===== src/hw/rtl/msk_pkg.sv =====
// ----------------------------------------------------------------------------
// msk_pkg: shared types and constants of the multichannel scalar Kalman filter
// Word widths, the per-channel store entry and the status of the serial units.
// ----------------------------------------------------------------------------
package msk_pkg;

  localparam int WORD_W = 32;  // measurement, noise, estimate and variance
  localparam int CHAN_W = 4;   // channel field on the ports

  // One entry of the per-channel state memory.
  typedef struct packed {
    logic signed [WORD_W-1:0] est;
    logic        [WORD_W-1:0] pvar;
  } msk_entry_t;

  // Status reported by a bit-serial arithmetic unit.
  typedef struct packed {
    logic busy;
    logic done;
  } unit_status_t;

endpackage


===== src/hw/rtl/multichannel_scalar_kalman.sv =====
// ----------------------------------------------------------------------------
// multichannel_scalar_kalman: scalar random-walk Kalman filter for many sensors
// One shared bit-serial datapath updates the estimate and variance of the
// channel named by each item, in Q-format fixed point.
//
// Input channel: an item (channel, measurement, process and measurement noise)
// is taken when in_valid is high and in_stall is low. Items whose channel is
// not below CHANNELS are dropped without a result.
// Result channel: one item (channel_out, estimate, variance) per kept input,
// held in the output register while out_stall is high.
// Processing: an accepted item passes through the memory read, setup, the
// serial gain divider, the serial multiplier and the write-back in turn. The
// divider forms FRAC_BITS + 1 quotient bits and the multiplier steps through
// FRAC_BITS gain bits, one bit at a time. The next item is taken only after
// write-back, also while a result still waits; a finished update waits for
// the output register when it is occupied.
// Reset: all channels are marked unseen; the first item on a channel starts
// the filter at its measurement with a variance of one.
// ----------------------------------------------------------------------------
module multichannel_scalar_kalman import msk_pkg::*; #(
  parameter int CHANNELS  = 12,
  parameter int FRAC_BITS = 16
) (
  input  logic                     clk,
  input  logic                     rst_n,
  input  logic                     in_valid,
  output logic                     in_stall,
  input  logic [CHAN_W-1:0]        in_channel,
  input  logic signed [WORD_W-1:0] in_measurement,
  input  logic [WORD_W-1:0]        in_process_noise,
  input  logic [WORD_W-1:0]        in_measure_noise,
  output logic                     out_valid,
  input  logic                     out_stall,
  output logic [CHAN_W-1:0]        out_channel_out,
  output logic signed [WORD_W-1:0] out_estimate,
  output logic [WORD_W-1:0]        out_variance
);

  localparam int CH_W = (CHANNELS > 1) ? $clog2(CHANNELS) : 1;
  localparam logic [WORD_W-1:0] VAR_ONE = WORD_W'(1) << FRAC_BITS;
  localparam logic signed [WORD_W+2:0] EST_MAX = {4'b0000, {(WORD_W-1){1'b1}}};
  localparam logic signed [WORD_W+2:0] EST_MIN = {4'b1111, {(WORD_W-1){1'b0}}};

  typedef enum logic [2:0] {
    S_IDLE,
    S_READ,
    S_PREP,
    S_DEN,
    S_DIV,
    S_MUL,
    S_DONE
  } state_t;

  state_t state_r, state_nxt;

  logic [CHAN_W-1:0]        ch_r;
  logic signed [WORD_W-1:0] z_r;
  logic [WORD_W-1:0]        q_r;
  logic [WORD_W-1:0]        rn_r;
  logic signed [WORD_W-1:0] x_r;
  logic [WORD_W-1:0]        pp_r;
  logic signed [WORD_W:0]   diff_r;

  logic                     out_valid_r;
  logic [CHAN_W-1:0]        out_channel_r;
  logic signed [WORD_W-1:0] out_estimate_r;
  logic [WORD_W-1:0]        out_variance_r;

  logic                     in_take;
  logic                     in_range;
  logic                     out_free;

  msk_entry_t               rd_data;
  logic                     rd_seen;
  msk_entry_t               wr_data;
  logic                     wr_en;

  logic signed [WORD_W-1:0] x_cur;
  logic [WORD_W-1:0]        p_cur;
  logic [WORD_W:0]          pp_sum;
  logic [WORD_W:0]          den;

  logic [FRAC_BITS:0]       gain;
  unit_status_t             div_st;
  logic signed [WORD_W+1:0] corr;
  logic [WORD_W-1:0]        kpp;
  unit_status_t             mul_st;

  logic signed [WORD_W+2:0] est_sum;
  logic signed [WORD_W-1:0] est_new;
  logic [WORD_W-1:0]        var_new;

  assign in_stall = (state_r != S_IDLE);
  assign in_take  = in_valid && !in_stall;
  assign in_range = (32'(in_channel) < CHANNELS);
  assign out_free = !out_valid_r || !out_stall;
  assign wr_en    = (state_r == S_DONE) && out_free;

  msk_store #(
    .CHANNELS (CHANNELS),
    .CH_W     (CH_W)
  ) u_store (
    .clk     (clk),
    .rst_n   (rst_n),
    .rd_en   (state_r == S_READ),
    .rd_addr (CH_W'(ch_r)),
    .rd_data (rd_data),
    .rd_seen (rd_seen),
    .wr_en   (wr_en),
    .wr_addr (CH_W'(ch_r)),
    .wr_data (wr_data)
  );

  msk_div #(
    .FRAC_BITS (FRAC_BITS)
  ) u_div (
    .clk    (clk),
    .rst_n  (rst_n),
    .start  (state_r == S_DEN),
    .pp     (pp_r),
    .den    (den),
    .gain   (gain),
    .status (div_st)
  );

  msk_mul #(
    .FRAC_BITS (FRAC_BITS)
  ) u_mul (
    .clk    (clk),
    .rst_n  (rst_n),
    .start  ((state_r == S_DIV) && div_st.done),
    .gain   (gain),
    .diff   (diff_r),
    .pp     (pp_r),
    .corr   (corr),
    .kpp    (kpp),
    .status (mul_st)
  );

  // A channel seen for the first time starts from its own measurement.
  always_comb begin
    x_cur  = rd_seen ? rd_data.est  : z_r;
    p_cur  = rd_seen ? rd_data.pvar : VAR_ONE;
    pp_sum = {1'b0, p_cur} + {1'b0, q_r};
    den    = {1'b0, pp_r} + {1'b0, rn_r};
  end

  always_comb begin
    est_sum = {{3{x_r[WORD_W-1]}}, x_r} + {corr[WORD_W+1], corr};
    if (est_sum > EST_MAX) begin
      est_new = WORD_W'(EST_MAX);
    end else if (est_sum < EST_MIN) begin
      est_new = WORD_W'(EST_MIN);
    end else begin
      est_new = est_sum[WORD_W-1:0];
    end
    var_new = pp_r - kpp;
    wr_data = '{est: est_new, pvar: var_new};
  end

  always_comb begin
    state_nxt = state_r;
    unique case (state_r)
      S_IDLE: if (in_take && in_range) state_nxt = S_READ;
      S_READ: state_nxt = S_PREP;
      S_PREP: state_nxt = S_DEN;
      S_DEN:  state_nxt = S_DIV;
      S_DIV:  if (div_st.done) state_nxt = S_MUL;
      S_MUL:  if (mul_st.done) state_nxt = S_DONE;
      S_DONE: if (out_free) state_nxt = S_IDLE;
      default: state_nxt = S_IDLE;
    endcase
  end

  always_ff @(posedge clk) begin
    if (!rst_n) begin
      state_r     <= S_IDLE;
      out_valid_r <= 1'b0;
    end else begin
      state_r <= state_nxt;
      if (wr_en) begin
        out_valid_r <= 1'b1;
      end else if (!out_stall) begin
        out_valid_r <= 1'b0;
      end
    end
  end

  always_ff @(posedge clk) begin
    if (in_take) begin
      ch_r <= in_channel;
      z_r  <= in_measurement;
      q_r  <= in_process_noise;
      rn_r <= in_measure_noise;
    end
    if (state_r == S_PREP) begin
      x_r    <= x_cur;
      pp_r   <= pp_sum[WORD_W] ? '1 : pp_sum[WORD_W-1:0];
      diff_r <= {z_r[WORD_W-1], z_r} - {x_cur[WORD_W-1], x_cur};
    end
    if (wr_en) begin
      out_channel_r  <= ch_r;
      out_estimate_r <= est_new;
      out_variance_r <= var_new;
    end
  end

  assign out_valid       = out_valid_r;
  assign out_channel_out = out_channel_r;
  assign out_estimate    = out_estimate_r;
  assign out_variance    = out_variance_r;

  a_accept_starts : assert property (@(posedge clk) disable iff (!rst_n)
    (in_take && in_range) |=> (state_r == S_READ))
    else $error("accepted item did not start a memory read");

  a_div_owned : assert property (@(posedge clk) disable iff (!rst_n)
    div_st.busy |-> (state_r == S_DIV))
    else $error("divider busy outside its state");

  a_mul_owned : assert property (@(posedge clk) disable iff (!rst_n)
    mul_st.busy |-> (state_r == S_MUL))
    else $error("multiplier busy outside its state");

  a_var_bound : assert property (@(posedge clk) disable iff (!rst_n)
    (state_r == S_DONE) |-> (kpp <= pp_r))
    else $error("variance correction exceeds predicted variance");

endmodule


===== src/hw/rtl/msk_store.sv =====
// ----------------------------------------------------------------------------
// msk_store: per-channel filter state
// Estimate and variance memory with a registered read port, plus seen flags.
// ----------------------------------------------------------------------------
module msk_store import msk_pkg::*; #(
  parameter int CHANNELS = 12,
  parameter int CH_W     = 4
) (
  input  logic            clk,
  input  logic            rst_n,
  input  logic            rd_en,
  input  logic [CH_W-1:0] rd_addr,
  output msk_entry_t      rd_data,
  output logic            rd_seen,
  input  logic            wr_en,
  input  logic [CH_W-1:0] wr_addr,
  input  msk_entry_t      wr_data
);

  msk_entry_t          mem_r [CHANNELS];
  logic [CHANNELS-1:0] seen_r;
  msk_entry_t          rd_data_r;
  logic                rd_seen_r;

  // The memory has no reset; the seen flag keeps unwritten entries from use.
  always_ff @(posedge clk) begin
    if (wr_en) begin
      mem_r[wr_addr] <= wr_data;
    end
    if (rd_en) begin
      rd_data_r <= mem_r[rd_addr];
    end
  end

  always_ff @(posedge clk) begin
    if (!rst_n) begin
      seen_r    <= '0;
      rd_seen_r <= 1'b0;
    end else begin
      if (wr_en) begin
        seen_r[wr_addr] <= 1'b1;
      end
      if (rd_en) begin
        rd_seen_r <= seen_r[rd_addr];
      end
    end
  end

  assign rd_data = rd_data_r;
  assign rd_seen = rd_seen_r;

endmodule


===== src/hw/rtl/msk_div.sv =====
// ----------------------------------------------------------------------------
// msk_div: bit-serial gain divider
// Restoring division K = floor(Pp * 2^F / (Pp + R)), one quotient bit a cycle.
// ----------------------------------------------------------------------------
module msk_div import msk_pkg::*; #(
  parameter int FRAC_BITS = 16
) (
  input  logic                 clk,
  input  logic                 rst_n,
  input  logic                 start,
  input  logic [WORD_W-1:0]    pp,
  input  logic [WORD_W:0]      den,
  output logic [FRAC_BITS:0]   gain,
  output unit_status_t         status
);

  localparam int CNT_W = $clog2(FRAC_BITS + 1);

  logic [WORD_W+1:0]  rem_r;
  logic [WORD_W:0]    den_r;
  logic [FRAC_BITS:0] quo_r;
  logic               zero_r;
  logic [CNT_W-1:0]   cnt_r;
  logic               busy_r;
  logic               done_r;

  logic [WORD_W+1:0]  trial;
  logic [WORD_W+1:0]  trial_sub;
  logic               trial_ge;

  // Since Pp <= Pp + R, the first step only yields the integer bit, which is
  // set exactly when R is zero; later steps shift the remainder left.
  always_comb begin
    trial     = (cnt_r == '0) ? rem_r : {rem_r[WORD_W:0], 1'b0};
    trial_ge  = (trial >= {1'b0, den_r});
    trial_sub = trial - {1'b0, den_r};
  end

  always_ff @(posedge clk) begin
    if (!rst_n) begin
      busy_r <= 1'b0;
      done_r <= 1'b0;
      cnt_r  <= '0;
    end else begin
      done_r <= !start && busy_r && (cnt_r == CNT_W'(FRAC_BITS));
      if (start) begin
        busy_r <= 1'b1;
        cnt_r  <= '0;
      end else if (busy_r) begin
        if (cnt_r == CNT_W'(FRAC_BITS)) begin
          busy_r <= 1'b0;
        end
        cnt_r <= cnt_r + 1'b1;
      end
    end
  end

  always_ff @(posedge clk) begin
    if (start) begin
      rem_r  <= {2'b00, pp};
      den_r  <= den;
      zero_r <= (den == '0);
      quo_r  <= '0;
    end else if (busy_r) begin
      rem_r <= trial_ge ? trial_sub : trial;
      quo_r <= {quo_r[FRAC_BITS-1:0], trial_ge};
    end
  end

  assign gain   = zero_r ? '0 : quo_r;
  assign status = '{busy: busy_r, done: done_r};

endmodule


===== src/hw/rtl/msk_mul.sv =====
// ----------------------------------------------------------------------------
// msk_mul: bit-serial gain multiplier
// Forms floor(diff*K / 2^F) and floor(K*Pp / 2^F) one gain bit a cycle.
// ----------------------------------------------------------------------------
module msk_mul import msk_pkg::*; #(
  parameter int FRAC_BITS = 16
) (
  input  logic                     clk,
  input  logic                     rst_n,
  input  logic                     start,
  input  logic [FRAC_BITS:0]       gain,
  input  logic signed [WORD_W:0]   diff,
  input  logic [WORD_W-1:0]        pp,
  output logic signed [WORD_W+1:0] corr,
  output logic [WORD_W-1:0]        kpp,
  output unit_status_t             status
);

  localparam int CNT_W = $clog2(FRAC_BITS);

  logic [FRAC_BITS:0]       gain_r;
  logic signed [WORD_W:0]   diff_r;
  logic [WORD_W-1:0]        pp_r;
  logic signed [WORD_W+1:0] acc_d_r;
  logic [WORD_W-1:0]        acc_p_r;
  logic [CNT_W-1:0]         cnt_r;
  logic                     busy_r;
  logic                     done_r;

  logic signed [WORD_W+2:0] sum_d;
  logic [WORD_W:0]          sum_p;

  // Gain bits go in from the bottom; each step adds and halves, dropping the
  // bit shifted out, which leaves the floor of the scaled product.
  always_comb begin
    sum_d = {{2{acc_d_r[WORD_W+1]}}, acc_d_r[WORD_W:0]}
          + (gain_r[0] ? {{2{diff_r[WORD_W]}}, diff_r} : '0);
    sum_p = {1'b0, acc_p_r} + (gain_r[0] ? {1'b0, pp_r} : '0);
  end

  always_ff @(posedge clk) begin
    if (!rst_n) begin
      busy_r <= 1'b0;
      done_r <= 1'b0;
      cnt_r  <= '0;
    end else begin
      done_r <= !start && busy_r && (cnt_r == CNT_W'(FRAC_BITS - 1));
      if (start) begin
        busy_r <= 1'b1;
        cnt_r  <= '0;
      end else if (busy_r) begin
        if (cnt_r == CNT_W'(FRAC_BITS - 1)) begin
          busy_r <= 1'b0;
        end
        cnt_r <= cnt_r + 1'b1;
      end
    end
  end

  always_ff @(posedge clk) begin
    if (start) begin
      gain_r  <= gain;
      diff_r  <= diff;
      pp_r    <= pp;
      acc_d_r <= '0;
      acc_p_r <= '0;
    end else if (busy_r) begin
      gain_r  <= {1'b0, gain_r[FRAC_BITS:1]};
      acc_d_r <= sum_d[WORD_W+2:1];
      acc_p_r <= sum_p[WORD_W:1];
    end
  end

  // The remaining gain bit is the integer one; when set, the gain is exactly
  // one and all fraction bits were zero.
  assign corr   = gain_r[0] ? {diff_r[WORD_W], diff_r} : acc_d_r;
  assign kpp    = gain_r[0] ? pp_r : acc_p_r;
  assign status = '{busy: busy_r, done: done_r};

endmodule


===== config.mk =====
export PLATFORM = sky130hd
export DESIGN_NAME = multichannel_scalar_kalman
export DESIGN_NICKNAME = d
export VERILOG_FILES = /design/src/hw/rtl/msk_pkg.sv /design/src/hw/rtl/multichannel_scalar_kalman.sv /design/src/hw/rtl/msk_store.sv /design/src/hw/rtl/msk_div.sv /design/src/hw/rtl/msk_mul.sv
export SDC_FILE = /design/constraint.sdc
export NUM_CORES = 2
export LEC_CHECK = 0
export BUFFER_PORTS_ARGS = -buffer_cell sky130_fd_sc_hd__buf_2
export CORE_ASPECT_RATIO = 0.7
export CORE_MARGIN = 3
export CORE_UTILIZATION = 30
export CTS_CLUSTER_DIAMETER = 80
export DETAILED_ROUTE_END_ITERATION = 6
export GPL_ROUTABILITY_DRIVEN = 0
export GPL_TIMING_DRIVEN = 0
export SYNTH_ARGS = -nofsm -noshare
export SYNTH_HDL_FRONTEND = slang
export SYNTH_SLANG_ARGS = --single-unit

===== constraint.sdc =====
create_clock -name clk -period 14.26 [get_ports clk]
set_clock_uncertainty 0.2 [all_clocks]
set_input_delay 1.426 -clock clk [delete_from_list [all_inputs] [get_ports clk]]
set_output_delay 1.426 -clock clk [all_outputs]
set_load 0.005 [all_outputs]

Word level (Yosys, flattened, before mapping)
Memories as Yosys holds them, arrays and structs flattened. A register that Yosys moved wholly into a read port is not among the register bits. Index checks and enable logic that the tools add are counted.

Register bits: 528. Latch bits: 0. Memory bits (writable): 768. Memory bits (read-only): 0. Input bits: 104. Output and inout port bits: 70. Word-level logic and storage cells: 120. Memories: 1.

Memories: u_store.mem_r (depth 12, bits a word 64, read ports 1, clocked after Yosys merged registers in 1, write ports 1, RTL line msk_store.sv:20) `msk_entry_t mem_r [CHANNELS];`.

$add $sub $neg: 10. $mul: 0. Div/mod/pow operators: 0. Order comparisons: 6. Eq/ne operators: 13. Shift operators: 0. Mux-type cells: 34. Bitwise operators: 2. Reductions and logical operators: 24.

Operators with widths (number): $mux W32 (8); $mux W34 (3); $add A32 B32 Y33 (2); $mux W17 (3); $add A32 B34 Y35 (1); $add A35 B35 Y35 (1); $gt A35 B32 Y1 const B (1); $lt A35 B32 Y1 const B (1); $mux W35 (1); $ge A34 B33 Y1 (1); $sub A34 B33 Y34 (1); $add A32 B33 Y33 (1); $logic_not A33 Y1 (1); $sub A32 B32 Y33 (1); $sub A32 B32 Y32 (1); $pmux W3 S7 (1); $mux W1 (12); $mux W3 (4); $or A12 B12 Y12 (1); $eq A3 B3 Y1 const B (3); $logic_and A1 B1 Y1 (9); $eq A3 B2 Y1 const B (2); $ne A2 B1 Y1 const B (3); $add A5 B1 Y5 const B (1); other kinds (19) (26).

Depth between registers and ports, before layout
Depth in word-level cells: 6. Gate-level depth with buffers: 23. Mapped depth without buffers: 20.

Modules after synthesis
A second synthesis with hierarchy kept.

Cells, all modules: 4621. Area total of the unflattened synthesis: 65160.0 um^2.

By module, submodules not included: msk_store (instances 1, cells an instance 1348, area an instance 31845.5 um^2, sequential area each 25244.2 um^2); multichannel_scalar_kalman (instances 1, cells an instance 1629, area an instance 17401.7 um^2, sequential area each 8037.7 um^2); msk_mul (instances 1, cells an instance 981, area an instance 9675.5 um^2, sequential area each 3903.7 um^2); msk_div (instances 1, cells an instance 663, area an instance 6237.2 um^2, sequential area each 2502.4 um^2).

Least setup slack after synthesis
OpenSTA, ideal clock, no wires.

Path kind: input to register. Start point: input out_stall. End point: memory u_store.mem_r[4][0] in the netlist's numbering, enable pin. Arrival: 9954 ps. Path slack: 3540 ps. Stages: 3. Path buffers: 0. Cell sequence: a21oi_1 > nand3b_1 > nor3_1.

Cells in the longest elaborated chain, start to end: 5.

Ends and longest elaborated chain: from (decl) (RTL line multichannel_scalar_kalman.sv:33) `input logic out_stall,`; $logic_not A1 Y1; $logic_or A1 B1 Y1 (RTL line multichannel_scalar_kalman.sv:96) `assign out_free = !out_valid_r || !out_stall;`; $logic_and A1 B1 Y1 (RTL line multichannel_scalar_kalman.sv:97) `assign wr_en = (state_r == S_DONE) && out_free;`; $mux W1 (RTL line msk_store.sv:27) `if (wr_en) begin`; $mux W1 (implied by the code) (RTL line msk_store.sv:28) `mem_r[wr_addr] <= wr_data;`; to (decl) (RTL line msk_store.sv:20).

No other way between the ends.

Final worst setup path
Start point: register u_mul.gain_r[0]. End point: memory u_store.mem_r[0][53] in the netlist's numbering (data pin).

Cells in the longest elaborated chain, start to end: 5. Elaborated cells on any way between the ends: 6. Those cells by class: add/sub (1); order compare (2); mux (3).

Ends and longest elaborated chain: from (decl) (RTL line msk_mul.sv:21) `logic [FRAC_BITS:0] gain_r;`; from (signal assigned) (RTL line msk_mul.sv:62) `gain_r <= gain;`; from (signal assigned) (RTL line msk_mul.sv:68) `gain_r <= {1'b0, gain_r[FRAC_BITS:1]};`; $mux W34 * (RTL line msk_mul.sv:76) `assign corr = gain_r[0] ? {diff_r[WORD_W], diff_r} : acc_d_r;`; $add A32 B34 Y35 * (RTL line multichannel_scalar_kalman.sv:149) `est_sum = {{3{x_r[WORD_W-1]}}, x_r} + {corr[WORD_W+1], corr};`; $lt A35 B32 Y1 (RTL line multichannel_scalar_kalman.sv:152) `end else if (est_sum < EST_MIN) begin`; $mux W32 (RTL line multichannel_scalar_kalman.sv:152); $mux W32 * (RTL line multichannel_scalar_kalman.sv:150) `if (est_sum > EST_MAX) begin`; via est_new[21] (RTL line multichannel_scalar_kalman.sv:90) `logic signed [WORD_W-1:0] est_new;`.

The timed path passes the listed nets; every way through them passes the cells marked *.

==> impl_metrics.yaml <==
setup_path:
  reg2regPathDepth: 19
  worstPathRequired_ns: 14.57
  startpoint_type: "flip-flop"
  crit_type: "reg2reg"
  setup.worst_path.end_class: "flip-flop"
  cp_max_fo: 14
  critPathArrivalTime_ns: 7.37
synthesis:
  seq_area_frac_synth: 0.6304
  yosysWarnings: 0
  synthArstFlopShare: 0
  synth_top_flop_cell: "edfxtp_1"
  syn_avg_cell_area_sq_um: 14.25
  ys_seq_elements: 1360
  syn_area_sq_um: 62960
  synth_edf_count: 1245
  syn-num-nets: 4790
  synth_cell_types: 83
  netlist_instances: 4417
finish:
  fin_area_sq_um: 73660
  num-nets-final: 5191
  drive_gt1_frac: 0.1543
  area_delta_synth_final_pct: 16.99
cts:
  cts_buffer_depth: 3
  clock-sinks: 1360
  cts_setup_buffers: 0
  cts-root-buf: "clkbuf_16"
  cts_buffers: 145
  cts.clk_slew.worst_paths_ns: 0.06
  clock_latency_ns: 0.80
  h-tree-depth: 4
  tritoncts: "done"
  cts.repair.resized: 0
  ctsHoldBuffers: 0
floorplan:
  dieArea_sq_um: 215500
  die_x_um: 553.6
  start_util: 0.3023
  rows: 140
  boundaryPins: 174
  core_sq_um: 208300
  die_height_um: 389.3
sta:
  finalHoldViolCount: 0
  finalCritPeriodShare: 0.4955
  timing.fmax_mhz: 141.5
  fin_ws_ns: 7.195
  maxSlewHeadroom: 0.1478
  min_period_ns: 7.065
  setup_viol: 0
  maxSlewViolCount: 0
  tightest_slew_ns: 1.274
  whs_ns: 0.1804
  rsz0062_at_grt: "false"
global_route:
  use_met3: 0.02517
  grt_max_degree: 34
  grtUsageMet1: 0.2300
  grt_pass1_vias: 37770
  grt_pass1_wl_mm: 246.7
  antenna_found_initial: 12
  track_usage: 0.1522
  gr-max-usage-layer: "met1"
  overflow: 0
  grt_use_met2: 0.2244
route:
  via_count: 38560
  routedWlPerCell_um: 21.80
  ant_nets: 0
  drc: 2
  routed_wl_mm: 168.0
  drt_first_pass_iters: 7
  first_iter_violations: 3866
  viasPerCell: 5.004
flow_run:
  cap_violations: 0
place:
  portBuffers: 173
  preCtsSetupSlack_ns: 7.130
  placed_cell_area_sq_um: 68780
  hpwl_mm: 123.6
min_path:
  min_path_cells: 0
  worstHoldPathType: "reg2reg"
run_status:
  violations: "DRC"
  status: "complete, but fails checks"
pwr:
  peakVddDrop_mv: 0.1207
  leakagePower_nw: 26.78
  powerDensity_nw_per_um2: 133.3
layer usage:
layer	wire length [um]	part of all wire	vias to the layer above
li1	-	-	17750
met1	79930	0.48	19320
met2	72240	0.43	1302
met3	11840	0.071	195
met4	3963	0.024	0
met5	0	0	-
layout by cell type, fill, tap and decap left out, types with 166 or more instances in the layout:
master,count
inv_1,166
mux4_2,195
nor2_1,221
a21o_1,180
a21oi_1,273
edfxtp_1,1245
ha_1,261
buf_2,186
nand2_1,298
o21ai_0,194
final cells by class:
type | instances | area, sq um
Fill cell | 19760 | 134600
Sequential cell | 1360 | 39690
Multi-Input combinational cell | 2735 | 22290
Clock buffer | 179 | 3840
Tap cell | 2769 | 3465
Timing Repair Buffer | 254 | 2226
Clock inverter | 82 | 910.9
Inverter | 169 | 634.4
Buffer | 153 | 590.6
Antenna cell | 5 | 12.51
path summary, 6_finish.rpt:
kind | startpoint | end | slack [ns]
setup / recovery | u_mul.gain_r[0] | u_store.mem_r[0][53] | 7.19
hold / removal | diff_r[21] | u_mul.diff_r[21] | 0.18
setup reg to reg | u_mul.gain_r[0] | u_store.mem_r[0][53] | 7.19
hold reg to reg | diff_r[21] | u_mul.diff_r[21] | 0.18
per-stage QoR:
stage               power (mW)    util  std cells  setup TNS [ns]
detailed placement       6.118  0.3302       7436               0
floorplan                5.645       -       4417               0
global placement         6.093  0.3231       7359        -2268.00
global route             10.22  0.3536       7702               0
CTS                      9.901  0.3530       7697               0
finish                   9.815  0.3537       7706               0
where the power goes:
group | internal (mW) | total (mW) | switching, mW
Clock | 2.13 | 3.76 | 1.64
Combinational | 0.489 | 1.33 | 0.843
Sequential | 4.63 | 4.72 | 0.0937
synthesized netlist by cell type, drive strengths merged (9+ instances only):
library cell | instances | area (sq um)
o21ai | 222 | 1115
and2 | 101 | 631.9
a211oi | 15 | 112.6
xor2 | 79 | 691.9
o21bai | 36 | 270.3
mux4 | 195 | 4392
nor4 | 10 | 75.07
nand3 | 43 | 215.2
mux2i | 155 | 1551
clkbuf | 106 | 397.9
nand2b | 41 | 256.5
o21a | 55 | 412.9
nand2 | 299 | 1122
mux2 | 35 | 394.1
or3 | 9 | 56.30
a21boi | 15 | 112.6
dfxtp | 115 | 2302
nor3b | 9 | 67.56
o211ai | 12 | 90.09
a21oi | 276 | 1389
xnor2 | 145 | 1270
nand4 | 28 | 175.2
ha | 261 | 3266
nor3 | 43 | 215.2
nor2b | 32 | 200.2
a21o | 180 | 1351
nand3b | 24 | 180.2
edfxtp | 1245 | 37390
and3 | 21 | 131.4
buf | 47 | 190.2
nor2 | 233 | 877.1
inv | 168 | 630.6
a31oi | 30 | 187.7
flip-flops by register name, summed over array words and instances, names as in the netlist, 5 cells and up:
name             cells
diff_r              33
out_estimate        32
out_variance        32
pp_r                32
q_r                 32
rn_r                32
u_div.cnt_r          5
u_div.den_r         33
u_div.quo_r         17
u_div.rem_r         34
u_mul.acc_d_r       34
u_mul.acc_p_r       32
u_mul.diff_r        33
u_mul.gain_r        17
u_mul.pp_r          32
u_store.mem_r      768
u_store.rd_data     64
u_store.seen_r      12
x_r                 32
z_r                 32
critical path, cell delays in order (launching register included):
cell and delay, ns:
edfxtp_1 0.34, clkbuf_1 0.52, clkbuf_1 0.55, mux2_2 0.31, ha_1 0.21, inv_1 0.07, fa_1 0.37, nand2b_1 0.23
a21oi_1 0.25, o21bai_1 0.12, a21oi_1 0.28, o2111ai_1 0.18, a2111oi_0 0.60, nor2_1 0.19, o21ai_1 0.34, a311o_1 0.36
a31oi_2 0.38, a21oi_1 0.48, buf_2 0.30, a21o_1 0.48
kinds of logic (layout without fill, tap and decap cells):
group | count (synthesis) | after routing | synth area share
DFF | 1360 | 1360 | 0.6304
AOI/OAI and AO/OA | 939 | 939 | 0.09410
and+or+nand+nor | 918 | 918 | 0.06991
muxes | 385 | 385 | 0.1007
buffers and inverters | 322 | 837 | 0.01942
adders and majority gates | 269 | 269 | 0.05441
xor gates and xnor gates | 224 | 224 | 0.03116
other | 0 | 5 | 0
Note: power is estimated with default switching activity, not from simulation.
